--- src/dsn_pkg.sv ---
// ----------------------------------------------------------------------------
// dsn_pkg
// Types, codes and constants shared by the depth sigma normalizer modules.
// ----------------------------------------------------------------------------
package dsn_pkg;

    localparam int DEF_MAX_PIXELS_LOG2 = 22;
    localparam int DEF_FRACTION_BITS   = 24;

    localparam logic FUNC_ACC = 1'b0;
    localparam logic FUNC_MAP = 1'b1;

    localparam logic [31:0] ONE_BITS = 32'h3F80_0000;

    localparam int DIV_N_W = 64;
    localparam int DIV_D_W = 32;
    localparam int SQRT_W  = 24;

    localparam logic [DIV_N_W-1:0] SCALE_NUM = DIV_N_W'(255) << 40;
    localparam logic [31:0]        SCALE_SAT = 32'hFFFF_FFFF;

    localparam logic [7:0] GREY_MIN = 8'd0;
    localparam logic [7:0] GREY_MID = 8'd128;
    localparam logic [7:0] GREY_MAX = 8'd255;

    localparam int FQ_DEPTH = 4;
    localparam int OQ_DEPTH = 4;

    typedef enum logic [1:0] {
        CLS_ZERO,
        CLS_ONE,
        CLS_VALID
    } t_class;

    typedef struct packed {
        logic   func;
        t_class cls;
        logic   last;
    } t_item;

    typedef enum logic [3:0] {
        ST_IDLE,
        ST_STATS,
        ST_DIV_MEAN,
        ST_DIV_MSQ,
        ST_MEANSQ,
        ST_VAR,
        ST_SQRT,
        ST_SIGMA,
        ST_DIV_SCALE
    } t_state;

endpackage

--- src/dsn_div.sv ---
// ----------------------------------------------------------------------------
// dsn_div
// Restoring divider, one quotient bit per cycle, shared by the statistics.
// ----------------------------------------------------------------------------
module dsn_div
    import dsn_pkg::*;
(
    input  logic               i_clk,
    input  logic               i_rst_n,
    input  logic               i_start,
    input  logic [DIV_N_W-1:0] i_dividend,
    input  logic [DIV_D_W-1:0] i_divisor,
    output logic               o_done,
    output logic [DIV_N_W-1:0] o_quotient
);

    localparam int CNT_W = $clog2(DIV_N_W);

    logic               r_busy;
    logic               r_done;
    logic [CNT_W-1:0]   r_cnt;
    logic [DIV_N_W-1:0] r_quo;
    logic [DIV_D_W-1:0] r_rem;
    logic [DIV_D_W-1:0] r_dsr;

    logic [DIV_D_W:0]   rem_sh;
    logic [DIV_D_W:0]   rem_sub;

    always_comb begin
        rem_sh  = {r_rem, r_quo[DIV_N_W-1]};
        rem_sub = rem_sh - {1'b0, r_dsr};
    end

    always_ff @(posedge i_clk) begin
        if (!i_rst_n) begin
            r_busy <= 1'b0;
            r_done <= 1'b0;
            r_cnt  <= '0;
        end else begin
            r_done <= 1'b0;
            if (i_start && !r_busy) begin
                r_busy <= 1'b1;
                r_cnt  <= '0;
            end else if (r_busy) begin
                r_cnt <= r_cnt + CNT_W'(1);
                if (r_cnt == CNT_W'(DIV_N_W - 1)) begin
                    r_busy <= 1'b0;
                    r_done <= 1'b1;
                end
            end
        end
    end

    always_ff @(posedge i_clk) begin
        if (i_start && !r_busy) begin
            r_quo <= i_dividend;
            r_rem <= '0;
            r_dsr <= i_divisor;
        end else if (r_busy) begin
            if (!rem_sub[DIV_D_W]) begin
                r_rem <= rem_sub[DIV_D_W-1:0];
                r_quo <= {r_quo[DIV_N_W-2:0], 1'b1};
            end else begin
                r_rem <= rem_sh[DIV_D_W-1:0];
                r_quo <= {r_quo[DIV_N_W-2:0], 1'b0};
            end
        end
    end

    assign o_done     = r_done;
    assign o_quotient = r_quo;

endmodule

--- config.mk ---
export PLATFORM = sky130hd
export DESIGN_NAME = dsn_div
export DESIGN_NICKNAME = d
export VERILOG_FILES = /design/src/dsn_pkg.sv /design/src/dsn_div.sv
export SDC_FILE = /design/constraint.sdc
export NUM_CORES = 1
export LEC_CHECK = 0
export BUFFER_PORTS_ARGS = -buffer_cell sky130_fd_sc_hd__buf_2
export CORE_MARGIN = 2
export CORE_UTILIZATION = 25
export DETAILED_ROUTE_END_ITERATION = 16
export GPL_ROUTABILITY_DRIVEN = 0
export HOLD_SLACK_MARGIN = 0.08
export PLACE_DENSITY = 0.44
export SYNTH_ARGS = -nofsm -noshare
export SYNTH_HDL_FRONTEND = slang
export SYNTH_SLANG_ARGS = --single-unit
--- constraint.sdc ---
create_clock -name i_clk -period 5.57 [get_ports i_clk]
set_input_delay 0.2785 -clock i_clk [delete_from_list [all_inputs] [get_ports i_clk]]
set_output_delay 0.2785 -clock i_clk [all_outputs]
set_load 0.02 [all_outputs]
==> flow_summary.yaml <==
outcome:
  status: "finished clean"
cells_and_area:
  area_growth_pct: 29.27
  stdcell_count: 1240
  diodes: 0
  drive_gt1_share_pct: 31.78
  fin_area_mm2: 0.009310
  regArea_mm2: 0.003684
  multi_input_area_mm2: 0.003242
  nets: 976
  fillers: 3031
logic_synthesis:
  synth_compound_area_share_pct: 14.19
  synth_top_cells_by_count: "edfxtp_1 (96), nand2_1 (64), mux2_2 (63)"
  avgSynthCellArea_um2: 11.03
  syn-cell-area_mm2: 0.007202
  synth_top_family_by_area: "compound AO/OA/AOI/OAI gates"
  yosys.area.top_type_share_pct: 40.03
  yosysSeqAreaShare_pct: 51.15
  synthTopCellsByArea: "edfxtp_1 (40%), dfxtp_1 (11%), mux2_2 (9.9%)"
  synth_edf_count: 96
  synth-async-reset-ratio_pct: 0
  synth-simple-area-share_pct: 10.91
  synth_top_cell_by_area: "edfxtp_1"
  ys_seq_elements: 136
  synth_xor_area_share_pct: 3.770
  synth_nets: 786
  yosysWarnings: 0
  netlist_instances: 653
  yosysMostFrequentCell: "edfxtp_1"
  synthAdderAreaFrac_pct: 6.011
  synth_cell_types: 57
  synth_ff_type: "edfxtp_1"
  synthMuxAreaShare_pct: 9.990
worst_hold_path:
  holdPathEnd: "o_quotient[0]$_DFFE_PP_"
  min_from: "i_dividend[0]"
  worstHoldPathCells: 3
  hp-class: "in -> reg"
worst_setup_path:
  reg2reg_from: "o_quotient[63]$_DFFE_PP_"
  crit_path_start_kind: "flop"
  crit_fanout: 21
  r2r_slack_ns: 1.56
  crit_type: "reg -> reg"
  crit_required_ns: 5.88
  worstSetupEndpointType: "flop"
  rr_endpoint: "r_rem[14]$_SDFFE_PP0P_"
  critPathArrivalTime_ns: 4.31
  ff2ff_path_depth: 12
cts:
  postCtsSetupBuffers: 0
  cts_made_buffers: 17
  cts_buffer_depth: 2
  cts_root_buf: "clkbuf_16"
  cts.hold.buffers_added: 32
  insertion_delay_ns: 0.43
  cts_tree: "built"
  cts_htree_levels: 4
  cts.clk_slew.worst_paths_ns: 0.07
  post_cts_resize_count: 0
  clock_sinks: 136
timing:
  rsz0062_at_grt: "false"
  final_hold_viol_count: 0
  setup_viol: 0
  finalSetupTns_ns: 0
  slew_viol_final: 0
  period_needed_ns: 4.008
  slew_headroom_pct: 36.87
  skew_ns: 0.01607
  max_freq_mhz: 249.5
  fin_crit_sh_pct: 71.95
  tightestPinTransition_ns: 0.9469
detailed_routing:
  drt-vias-per-instance: 4.581
  drc_errors: 0
  postRouteAntennaNets: 0
  post_drt_wl_per_cell_um: 16.45
  totalWireLength_mm: 20.39
  vias: 5681
  drtIter0Drc: 293
  first_pass_iters: 5
power_and_ir_drop:
  peakVddDrop_uv: 268.5
  power_density_mw_per_mm2: 435.4
  power.leakage_uw: 0.003818
grt:
  groute.usage.overall_pct: 13.93
  grt_max_degree: 73
  antenna_found_initial: 0
  overflow: 0
  grt_pass1_wl_mm: 32.98
  grt_pass1_vias: 5890
placement:
  hpwlAfterDp_mm: 14.37
  port_buffers: 163
  place_area_mm2: 0.008441
  dp_cells: 1176
flow_run:
  maxCapViolCount: 0
floorplan:
  coreArea_mm2: 0.02855
  start_util_pct: 25.23
  num_rows: 62
  die_y_um: 173.7
  die_x_um: 173.7
  die_area_mm2: 0.03018
  ios: 164
-- worst max-delay path: stages (launching register included) --
cell and delay [ns]:
edfxtp_1 0.34, inv_1 0.06, ha_1 0.22, fa_1 0.39, and2b_1 0.23, o2111ai_1 0.15, a311oi_2 0.39, o21ai_2 0.14
a21oi_4 0.19, o21ai_2 0.10, nand3_1 0.62, nand2_1 0.58, a221o_1 0.47
-- cell families after synthesis --
group | after synthesis
AO/OA/AOI/OAI | 146
adder cells (fa/ha/maj) | 34
multiplexers | 64
flip-flops | 136
XOR/XNOR | 31
AND/OR/NAND/NOR | 168
buffers and inverters | 74
-- report_power, final --
part           leakage, uW  switching (uW)  internal, uW
combinational      0.00228             910           621
clock             0.000265             483           616
sequential         0.00127             136          1290
-- state kept, by name (all words and copies together), names as in the netlist --
name,count
r_dsr,32
r_cnt,6
r_rem,32
o_quotient,64
r_busy,1
o_done,1
-- metrics by stage --
step           hold WS (ns)  power [uW]  utilization, %  worst slack [ns]
2_1_floorplan        0.3774        2538               -             2.448
3_3_place_gp         0.4563        2976           29.57             1.720
3_5_place_dp         0.4569        2957           29.57             1.571
4_1_cts              0.1066        4104           32.61             1.555
5_1_grt              0.1254        4339           32.61             1.314
6_report             0.1276        4053           32.61             1.562
-- routing by layer --
metal | track usage (%) | vias to the layer above | wire [um]
li1 | - | 2818 | -
met1 | 18.45 | 2643 | 9366
met2 | 21.13 | 212 | 9006
met3 | 5.373 | 8 | 1836
met4 | 3.922 | 0 | 184
met5 | 0 | - | 0
-- how the worst max path moves through the flow --
stage                     cells past startpoint                startpoint                 endpoint  slack, ns
after floorplan                              13  o_quotient[63]$_DFFE_PP_  o_quotient[0]$_DFFE_PP_       2.45
after global placement                       12  o_quotient[63]$_DFFE_PP_   r_rem[13]$_SDFFE_PP0P_       1.72
after detailed placement                     12  o_quotient[63]$_DFFE_PP_   r_rem[14]$_SDFFE_PP0P_       1.57
after CTS                                    12  o_quotient[63]$_DFFE_PP_   r_rem[14]$_SDFFE_PP0P_       1.56
after global routing                         12  o_quotient[63]$_DFFE_PP_   r_rem[14]$_SDFFE_PP0P_       1.31
final                                        12  o_quotient[63]$_DFFE_PP_   r_rem[14]$_SDFFE_PP0P_       1.56
-- layout make-up --
| cell class | count | share of cell area [%] |
|---|---|---|
| sequential | 136 | 39.56 |
| multi-input combinational | 443 | 34.82 |
| timing repair buffer | 200 | 12.74 |
| tap | 384 | 5.161 |
| clock buffer | 18 | 4.610 |
| inverter | 45 | 1.814 |
| clock inverter | 14 | 1.290 |
-- layout by cell type (no fill, tap or decap), types with 4 or more instances in the layout --
master | Yosys | layout
a21o_1 | 13 | 13
a21oi_1 | 35 | 35
a31oi_1 | 4 | 4
and2_1 | 4 | 4
and3_1 | 5 | 5
buf_2 | 7 | 163
buf_4 | 0 | 4
clkbuf_16 | 0 | 17
clkinv_2 | 0 | 4
dfxtp_1 | 40 | 40
dlygate4sd3_1 | 0 | 32
edfxtp_1 | 96 | 96
ha_1 | 33 | 33
inv_1 | 45 | 44
inv_6 | 0 | 5
mux2_2 | 63 | 63
nand2_1 | 64 | 64
nand2b_1 | 5 | 5
nand3_1 | 11 | 11
nand4_1 | 12 | 12
nor2_1 | 34 | 33
nor3_1 | 15 | 15
nor3b_1 | 4 | 4
o211ai_1 | 15 | 15
o21ai_0 | 21 | 21
o21bai_1 | 4 | 4
o221ai_1 | 5 | 5
o311ai_1 | 7 | 7
o31ai_1 | 9 | 9
or3_1 | 4 | 4
xnor2_1 | 22 | 22
xor2_1 | 9 | 9
No activity file was read; power rests on OpenSTA's default activity.
