$ cat src/dsn_pkg.sv
// ----------------------------------------------------------------------------
// dsn_pkg
// Types, codes and constants shared by the depth sigma normalizer modules.
// ----------------------------------------------------------------------------
package dsn_pkg;

    localparam int DEF_MAX_PIXELS_LOG2 = 22;
    localparam int DEF_FRACTION_BITS   = 24;

    localparam logic FUNC_ACC = 1'b0;
    localparam logic FUNC_MAP = 1'b1;

    localparam logic [31:0] ONE_BITS = 32'h3F80_0000;

    localparam int DIV_N_W = 64;
    localparam int DIV_D_W = 32;
    localparam int SQRT_W  = 24;

    localparam logic [DIV_N_W-1:0] SCALE_NUM = DIV_N_W'(255) << 40;
    localparam logic [31:0]        SCALE_SAT = 32'hFFFF_FFFF;

    localparam logic [7:0] GREY_MIN = 8'd0;
    localparam logic [7:0] GREY_MID = 8'd128;
    localparam logic [7:0] GREY_MAX = 8'd255;

    localparam int FQ_DEPTH = 4;
    localparam int OQ_DEPTH = 4;

    typedef enum logic [1:0] {
        CLS_ZERO,
        CLS_ONE,
        CLS_VALID
    } t_class;

    typedef struct packed {
        logic   func;
        t_class cls;
        logic   last;
    } t_item;

    typedef enum logic [3:0] {
        ST_IDLE,
        ST_STATS,
        ST_DIV_MEAN,
        ST_DIV_MSQ,
        ST_MEANSQ,
        ST_VAR,
        ST_SQRT,
        ST_SIGMA,
        ST_DIV_SCALE
    } t_state;

endpackage

$ cat src/dsn_front.sv
// ----------------------------------------------------------------------------
// dsn_front
// Accepts depth samples, classifies them and queues them for the back end.
// ----------------------------------------------------------------------------
module dsn_front
    import dsn_pkg::*;
#(
    parameter int FRACTION_BITS = DEF_FRACTION_BITS
) (
    input  logic                     i_clk,
    input  logic                     i_rst_n,
    input  logic                     i_push,
    output logic                     o_full,
    input  logic                     i_func,
    input  logic [31:0]              i_depth_bits,
    input  logic                     i_last,
    output logic                     o_item_valid,
    output t_item                    o_item,
    output logic [FRACTION_BITS-1:0] o_q,
    input  logic                     i_take
);

    localparam int PTR_W   = $clog2(FQ_DEPTH);
    localparam int CNT_W   = PTR_W + 1;
    localparam int SH_BASE = 150 - FRACTION_BITS;

    t_item                    r_item [FQ_DEPTH];
    logic [FRACTION_BITS-1:0] r_q    [FQ_DEPTH];
    logic [PTR_W-1:0]         r_wr;
    logic [PTR_W-1:0]         r_rd;
    logic [CNT_W-1:0]         r_cnt;

    logic                     wr_en;
    logic                     rd_en;
    t_item                    cls_item;
    logic [FRACTION_BITS-1:0] cls_q;
    logic [7:0]               expo;
    logic [9:0]               sh;
    logic [23:0]              shifted;

    always_comb begin
        expo    = i_depth_bits[30:23];
        sh      = 10'(SH_BASE) - {2'b00, expo};
        shifted = {1'b1, i_depth_bits[22:0]} >> sh[4:0];
        // Subnormals and samples far below one LSB still count, with value zero.
        if (expo == 8'd0 || sh >= 10'd32) begin
            cls_q = '0;
        end else begin
            cls_q = shifted[FRACTION_BITS-1:0];
        end
        cls_item.func = i_func;
        cls_item.last = i_last;
        if (i_depth_bits == ONE_BITS) begin
            cls_item.cls = CLS_ONE;
        end else if (i_depth_bits != 32'd0 && i_depth_bits < ONE_BITS) begin
            cls_item.cls = CLS_VALID;
        end else begin
            cls_item.cls = CLS_ZERO;
        end
    end

    assign o_full       = (r_cnt == CNT_W'(FQ_DEPTH));
    assign wr_en        = i_push && !o_full;
    assign o_item_valid = (r_cnt != '0);
    assign rd_en        = i_take && o_item_valid;
    assign o_item       = r_item[r_rd];
    assign o_q          = r_q[r_rd];

    always_ff @(posedge i_clk) begin
        if (wr_en) begin
            r_item[r_wr] <= cls_item;
            r_q[r_wr]    <= cls_q;
        end
    end

    always_ff @(posedge i_clk) begin
        if (!i_rst_n) begin
            r_wr  <= '0;
            r_rd  <= '0;
            r_cnt <= '0;
        end else begin
            if (wr_en) begin
                r_wr <= r_wr + PTR_W'(1);
            end
            if (rd_en) begin
                r_rd <= r_rd + PTR_W'(1);
            end
            if (wr_en && !rd_en) begin
                r_cnt <= r_cnt + CNT_W'(1);
            end else if (rd_en && !wr_en) begin
                r_cnt <= r_cnt - CNT_W'(1);
            end
        end
    end

endmodule

$ cat config.mk
export PLATFORM = sky130hd
export DESIGN_NAME = dsn_front
export DESIGN_NICKNAME = d
export VERILOG_FILES = /design/src/dsn_pkg.sv /design/src/dsn_front.sv
export SDC_FILE = /design/constraint.sdc
export NUM_CORES = 1
export LEC_CHECK = 0
export BUFFER_PORTS_ARGS = -buffer_cell sky130_fd_sc_hd__buf_2
export CAP_MARGIN = 25
export CORE_MARGIN = 2
export CORE_UTILIZATION = 45
export CTS_BUF_LIST = sky130_fd_sc_hd__clkbuf_8
export DETAILED_ROUTE_END_ITERATION = 10
export PLACE_DENSITY = 0.64
export SYNTH_ARGS = -nofsm -noshare
export SYNTH_HDL_FRONTEND = slang
export SYNTH_SLANG_ARGS = --single-unit
export TNS_END_PERCENT = 100
$ cat constraint.sdc
create_clock -name i_clk -period 2.77 [get_ports i_clk]
set_input_delay 0.1385 -clock i_clk [delete_from_list [all_inputs] [get_ports i_clk]]
set_output_delay 0.1385 -clock i_clk [all_outputs]
set_load 0.005 [all_outputs]
==> metrics.cfg, run 1 <==
[run_status]
status = finished clean

[placement]
placed_cell_area_sq_mm = 0.00648
place_inst = 626
dpl.hpwl_microns = 7980
portBuffers = 67
routabilityCongestion = 0.890

[finish]
final_util = 0.542
antenna_cells = 0
mostFrequentLayoutCells = edfxtp_1, buf_2, mux4_2
drive_gt1_frac = 0.346
final_common_cell = edfxtp_1
fin_nets = 523
final_area_sq_mm = 0.00690
fin_cells = 661
syn_to_final_growth_pct = 16.7

[worst_setup_path]
path_class = register to register
worstPathArrival_ns = 2.61
start_kind = register
path_max_fanout = 4
cp_data_required_time_ns = 3.12
crit_path_end_kind = register

[floorplanning]
ios = 68
die_h_microns = 119
die_w_microns = 119
design.die.area_sq_mm = 0.0141
initial_utilization = 0.465
core_area_sq_mm = 0.0127
rows = 41

[clock_network]
cts_root_buf = clkbuf_8
clock_latency_ns = 0.43
cts_setup_buffers = 0
clkTransAtPathRegs_ns = 0.08
cts.sinks = 121
hold_buffers = 3
cts_tree = built
max-clock-path-buffers = 2
cts_buffers = 17
cts_resized = 0
h-tree-depth = 4

[sta]
finClkSkew_ns = 0.0154
tightestPinTransition_ns = 0.764
max_freq_ghz = 0.443
maxSlewViolCount = 0
min_period_ns = 2.26
setup_viol = 0
rsz0062_at_grt = false
timing.setup.tns_ns = 0
relSlewSlack = 0.486
finalCritPeriodShare = 0.815
hold_violations = 0

[pwr]
ir_drop_mv = 0.282
power-per-cell-area_mw_per_mm2 = 760
power_mw = 5.25
leakagePower_nw = 2.39

[routing]
routedWlPerCell_microns = 17.9
num_vias = 3717
vias_per_cell = 5.62
ant_nets = 0
drt_wl_total_microns = 11800
drt_iter0_drc = 351
drc = 0
first_pass_iters = 5

[yosys]
yosysTopAreaCell = edfxtp_1
synth_top_area_share = 0.569
synth.cell_area_sq_mm = 0.00591
syn-instance-count = 395
synth_area_leaders = edfxtp_1, mux4_2, dfxtp_1, nor2_1, mux2_2
synth_nets = 442
ys_seq_area_frac = 0.599
ys_warn_count = 0
synth-seq-cells = 121
ys_types = 42
synth_area_per_cell_sq_um = 15.0

[run]
cap_violations = 0

[grt]
grt_max_degree = 29
grt_pass1_vias = 3598
antenna_found_initial = 0
grt_use_total = 0.180
overflow = 0
grt_pass1_wl_microns = 19300

[worst_hold_path]
worstHoldPathType = input port to register

[synthesized netlist by cell type]
| master | number |
|---|---|
| a2111o_1 | 1 |
| a211oi_1 | 4 |
| a21boi_0 | 1 |
| a21o_1 | 4 |
| a21oi_1 | 16 |
| a22oi_1 | 2 |
| a311o_1 | 1 |
| a31oi_1 | 2 |
| and2_1 | 12 |
| and3_1 | 1 |
| buf_2 | 8 |
| buf_6 | 1 |
| clkbuf_1 | 14 |
| dfxtp_1 | 9 |
| edfxtp_1 | 112 |
| fa_1 | 1 |
| ha_1 | 8 |
| inv_1 | 6 |
| inv_2 | 1 |
| mux2_2 | 9 |
| mux2i_1 | 9 |
| mux4_2 | 43 |
| nand2_1 | 21 |
| nand2b_1 | 4 |
| nand3_1 | 8 |
| nand3_2 | 1 |
| nand4_1 | 3 |
| nor2_1 | 38 |
| nor2b_1 | 3 |
| nor3_1 | 7 |
| nor3b_1 | 1 |
| nor4_1 | 9 |
| o21a_1 | 1 |
| o21ai_0 | 13 |
| o21bai_1 | 1 |
| o311ai_0 | 2 |
| o31ai_1 | 1 |
| or2_2 | 1 |
| or3_1 | 3 |
| or3_4 | 1 |
| xnor2_1 | 8 |
| xor2_1 | 4 |
[power breakdown]
group | internal (mW) | switching (mW) | leakage [nW]
Sequential | 2.24 | 0.0655 | 1.10
Clock | 0.798 | 0.703 | 0.187
Combinational | 0.726 | 0.718 | 1.10
Total | 3.76 | 1.49 | 2.39
[final cells by class]
type | count | area [sq um]
Clock buffer | 17 | 234
Clock inverter | 15 | 153
Fill cell | 1094 | 5820
Inverter | 7 | 26.3
Multi-Input combinational cell | 244 | 2240
Sequential cell | 121 | 3540
Tap cell | 172 | 215
Timing Repair Buffer | 85 | 490
[path summary, 6_finish.rpt]
check | startpoint | end | slack, ns | cells after the start
max | r_cnt[1] | r_cnt[2] | 0.51 | 8
min | i_depth_bits[31] | r_item[2][1] | 0.06 | 2
max reg2reg | r_cnt[1] | r_cnt[2] | 0.51 | 8
min reg2reg | r_cnt[2] | r_cnt[2] | 0.52 | 2
[registers in the layout, indices dropped and copies added, names as in the netlist, named ones only]
| name | flops |
|---|---|
| r_cnt | 3 |
| r_item | 16 |
| r_q | 96 |
| r_rd | 2 |
| r_wr | 2 |
[critical path: stages (launching register included)]
cell	delay, ns
dfxtp_1	0.35
or3_1	0.43
nand2_1	0.13
ha_1	0.20
inv_1	0.06
fa_1	0.37
xor2_1	0.17
or3_1	0.30
a21boi_0	0.17
[per-stage QoR]
step	hold WS, ns	worst slack, ns
finish	0.0562	0.512
detailed placement	0.365	0.336
global route	0.0484	0.382
global placement	0.358	0.380
floorplan	0.237	0.0463
CTS	0.0162	0.501
[routing by layer]
metal / up-vias / part of all wire / global-route usage
met5: - / 0 / 0
met4: 0 / 0.011 / 0.0595
met3: 12 / 0.063 / 0.0449
met2: 153 / 0.45 / 0.262
met1: 1842 / 0.47 / 0.265
li1: 1710 / - / -
[kinds of logic (layout without fill, tap and decap cells)]
family                     Yosys count  in the layout  synth area share
AOI/OAI and AO/OA                   49             49            0.0510
xor gates and xnor gates            12             12            0.0178
adders and majority gates            9              9            0.0203
buffers and inverters               30            124            0.0220
DFF                                121            121             0.599
muxes                               61             61             0.196
and+or+nand+nor                    113            113            0.0931
Power figures use the tool's default switching activity.
==> run 2, diff against run 1 <==
==> constraint.sdc (replaced) <==
create_clock -name i_clk -period 1.9 [get_ports i_clk]
set_input_delay 0.095 -clock i_clk [delete_from_list [all_inputs] [get_ports i_clk]]
set_output_delay 0.095 -clock i_clk [all_outputs]
set_load 0.005 [all_outputs]
==> metrics.cfg, run 2 (synthesis gave the netlist of run 1 again) <==
[pwr]
p_sw_mw = 2.22
intPower_mw = 6.18
clkPwrFrac = 0.294
pwr-share-seq = 0.402
leakagePower_nw = 2.74
swShare = 0.265
share_comb_of_total_power = 0.303
power-per-cell-area_mw_per_mm2 = 1120
power_mw = 8.40
ir_drop_mv = 0.483

[worst_setup_path]
start_kind = register
critPathLaunch = r_cnt[2]
path_max_fanout = 3
worstPathArrival_ns = 2.32
path_class = register to register
crit_path_end_kind = register
rr_startpoint = r_cnt[2]
crit_chain = or3_4 -> nand2_4 -> ha_4 -> inv_1 -> fa_2 -> xor2_1 -> or3_1 -> a21boi_1
critical-path-slowest-cell = or3_4
cp_data_required_time_ns = 2.26
cpPeakStageDelay_ns = 0.40

[placement]
portBuffers = 67
placed_cell_area_sq_mm = 0.00701
routabilityCongestion = 0.921
place_inst = 677
dpl.hpwl_microns = 9030

[finish]
multi_input_area_sq_mm = 0.00231
n_fill_cell = 1038
final_util = 0.591
reg_top3 = r_q: 96 flops, r_item: 16 flops, r_cnt: 3 flops
mostFrequentLayoutCells = edfxtp_1, buf_2, buf_4
fin_nets = 576
seq_area_sq_mm = 0.00355
largest_register_ffs = 96
syn_to_final_growth_pct = 27.2
antenna_cells = 0
top_register = r_q
drive_gt1_frac = 0.419
fin_cells = 714
final_area_sq_mm = 0.00752
final_common_cell = edfxtp_1

[clock_network]
cts_tree = built
clkTransAtPathRegs_ns = 0.07
max-clock-path-buffers = 2
cts.sinks = 121
cts_root_buf = clkbuf_8
cts_buffers = 17
cts_setup_buffers = 0
h-tree-depth = 4
clock_latency_ns = 0.42

[run]
cap_violations = 0

[grt]
met2_usage = 0.290
antenna_found_initial = 0
globalRouteMet3Util = 0.0425
grt_pass1_wl_microns = 20300
grt_pass1_vias = 3830
met1_usage = 0.265
overflow = 0
grt_max_degree = 29
grt_use_total = 0.187
busiest_layer = met2

[sta]
finClkSkew_ns = 0.0122
relSlewSlack = 0.645
hold_violations = 0
hold_ws_ns = 0.0488
rsz0062_at_grt = true
fin_ws_ns = -0.0597
max_freq_ghz = 0.510
tightestPinTransition_ns = 0.529
maxSlewViolCount = 0
min_period_ns = 1.96
finalCritPeriodShare = 1.03
setup_viol = 1

[floorplanning]
rows = 41
initial_utilization = 0.465
die_w_microns = 119
die_h_microns = 119
design.die.area_sq_mm = 0.0141
core_area_sq_mm = 0.0127
ios = 68

[routing]
routedWlPerCell_microns = 18.2
drc = 0
ant_nets = 0
vias_per_cell = 5.50
drt_iter0_drc = 356
drt_wl_total_microns = 13000
num_vias = 3929
first_pass_iters = 4

[run_status]
violations = setup timing
status = complete, but fails checks

[worst_hold_path]
hold_start = i_depth_bits[30]
worstHoldPathType = input port to register

-- run 2: cell count changes in the layout (fill, tap and decap cells not counted), moves of 3 or more --
cell	previous run	this run
buf_12	1	7
buf_4	14	59
bufinv_16	2	5
clkinv_4	4	1
clkinvlp_4	3	0
inv_1	6	12
o21ai_0	13	10
o21ai_1	0	3
-- run 2: area by class of cell --
| type | instances | share of cell area |
|---|---|---|
| well taps | 172 | 0.0286 |
| inverters | 7 | 0.00449 |
| repair buffers | 138 | 0.131 |
| flip-flops and latches | 121 | 0.472 |
| multi-input cells | 244 | 0.307 |
| clock buffers | 17 | 0.0311 |
| clock inverters | 15 | 0.0258 |
-- run 2: repair_timing --
action                                  4_1_cts  5_1_grt
endpoints found under the setup margin        1       10
hold endpoints to repair                     21        0
resized for setup                             1        4
cloned                                        0        1
hold buffers                                  4        0
-- run 2: layer usage --
layer | routed length (microns) | share of wire
met4 | 67 | 0.0051
met3 | 777 | 0.060
met1 | 5950 | 0.46
met2 | 6220 | 0.48
met5 | 0 | 0
-- run 2: path summary, 6_finish.rpt --
| kind | end | slack (ns) | cells after the start |
|---|---|---|---|
| worst max register to register | r_cnt[2] | -0.06 | 8 |
| worst min-delay path | r_item[1][1] | 0.05 | 2 |
| worst min register to register | r_wr[1] | 0.60 | 2 |
| worst max-delay path | r_cnt[2] | -0.06 | 8 |
-- run 2: power groups by stage --
| stage | sequential (mW) | clock, mW | combinational, mW |
|---|---|---|---|
| 3_3_place_gp | 3.40 | 0 | 2.48 |
| 6_report | 3.38 | 2.47 | 2.55 |
| 5_1_grt | 3.41 | 2.63 | 2.77 |
| 2_1_floorplan | 3.39 | 0 | 1.50 |
| 4_1_cts | 3.37 | 2.51 | 2.53 |
| 3_5_place_dp | 3.42 | 0 | 2.51 |
-- run 2: metrics by stage --
stage	setup slack, ns	TNS, ns
6_report	-0.0597	-0.0597
5_1_grt	-0.166	-0.166
4_1_cts	-0.0690	-0.0690
3_5_place_dp	-0.327	-25.74
3_3_place_gp	-0.328	-22.87
2_1_floorplan	-0.141	-3.98
-- run 2: critical path, delay by kind of cell (launching register included) --
family                     cells  cell delay [ns]
buffers and inverters          1             0.05
AOI/OAI and AO/OA              1             0.12
adders and majority gates      2             0.46
xor gates and xnor gates       1             0.17
and+or+nand+nor                3             0.78
DFF                            1             0.32
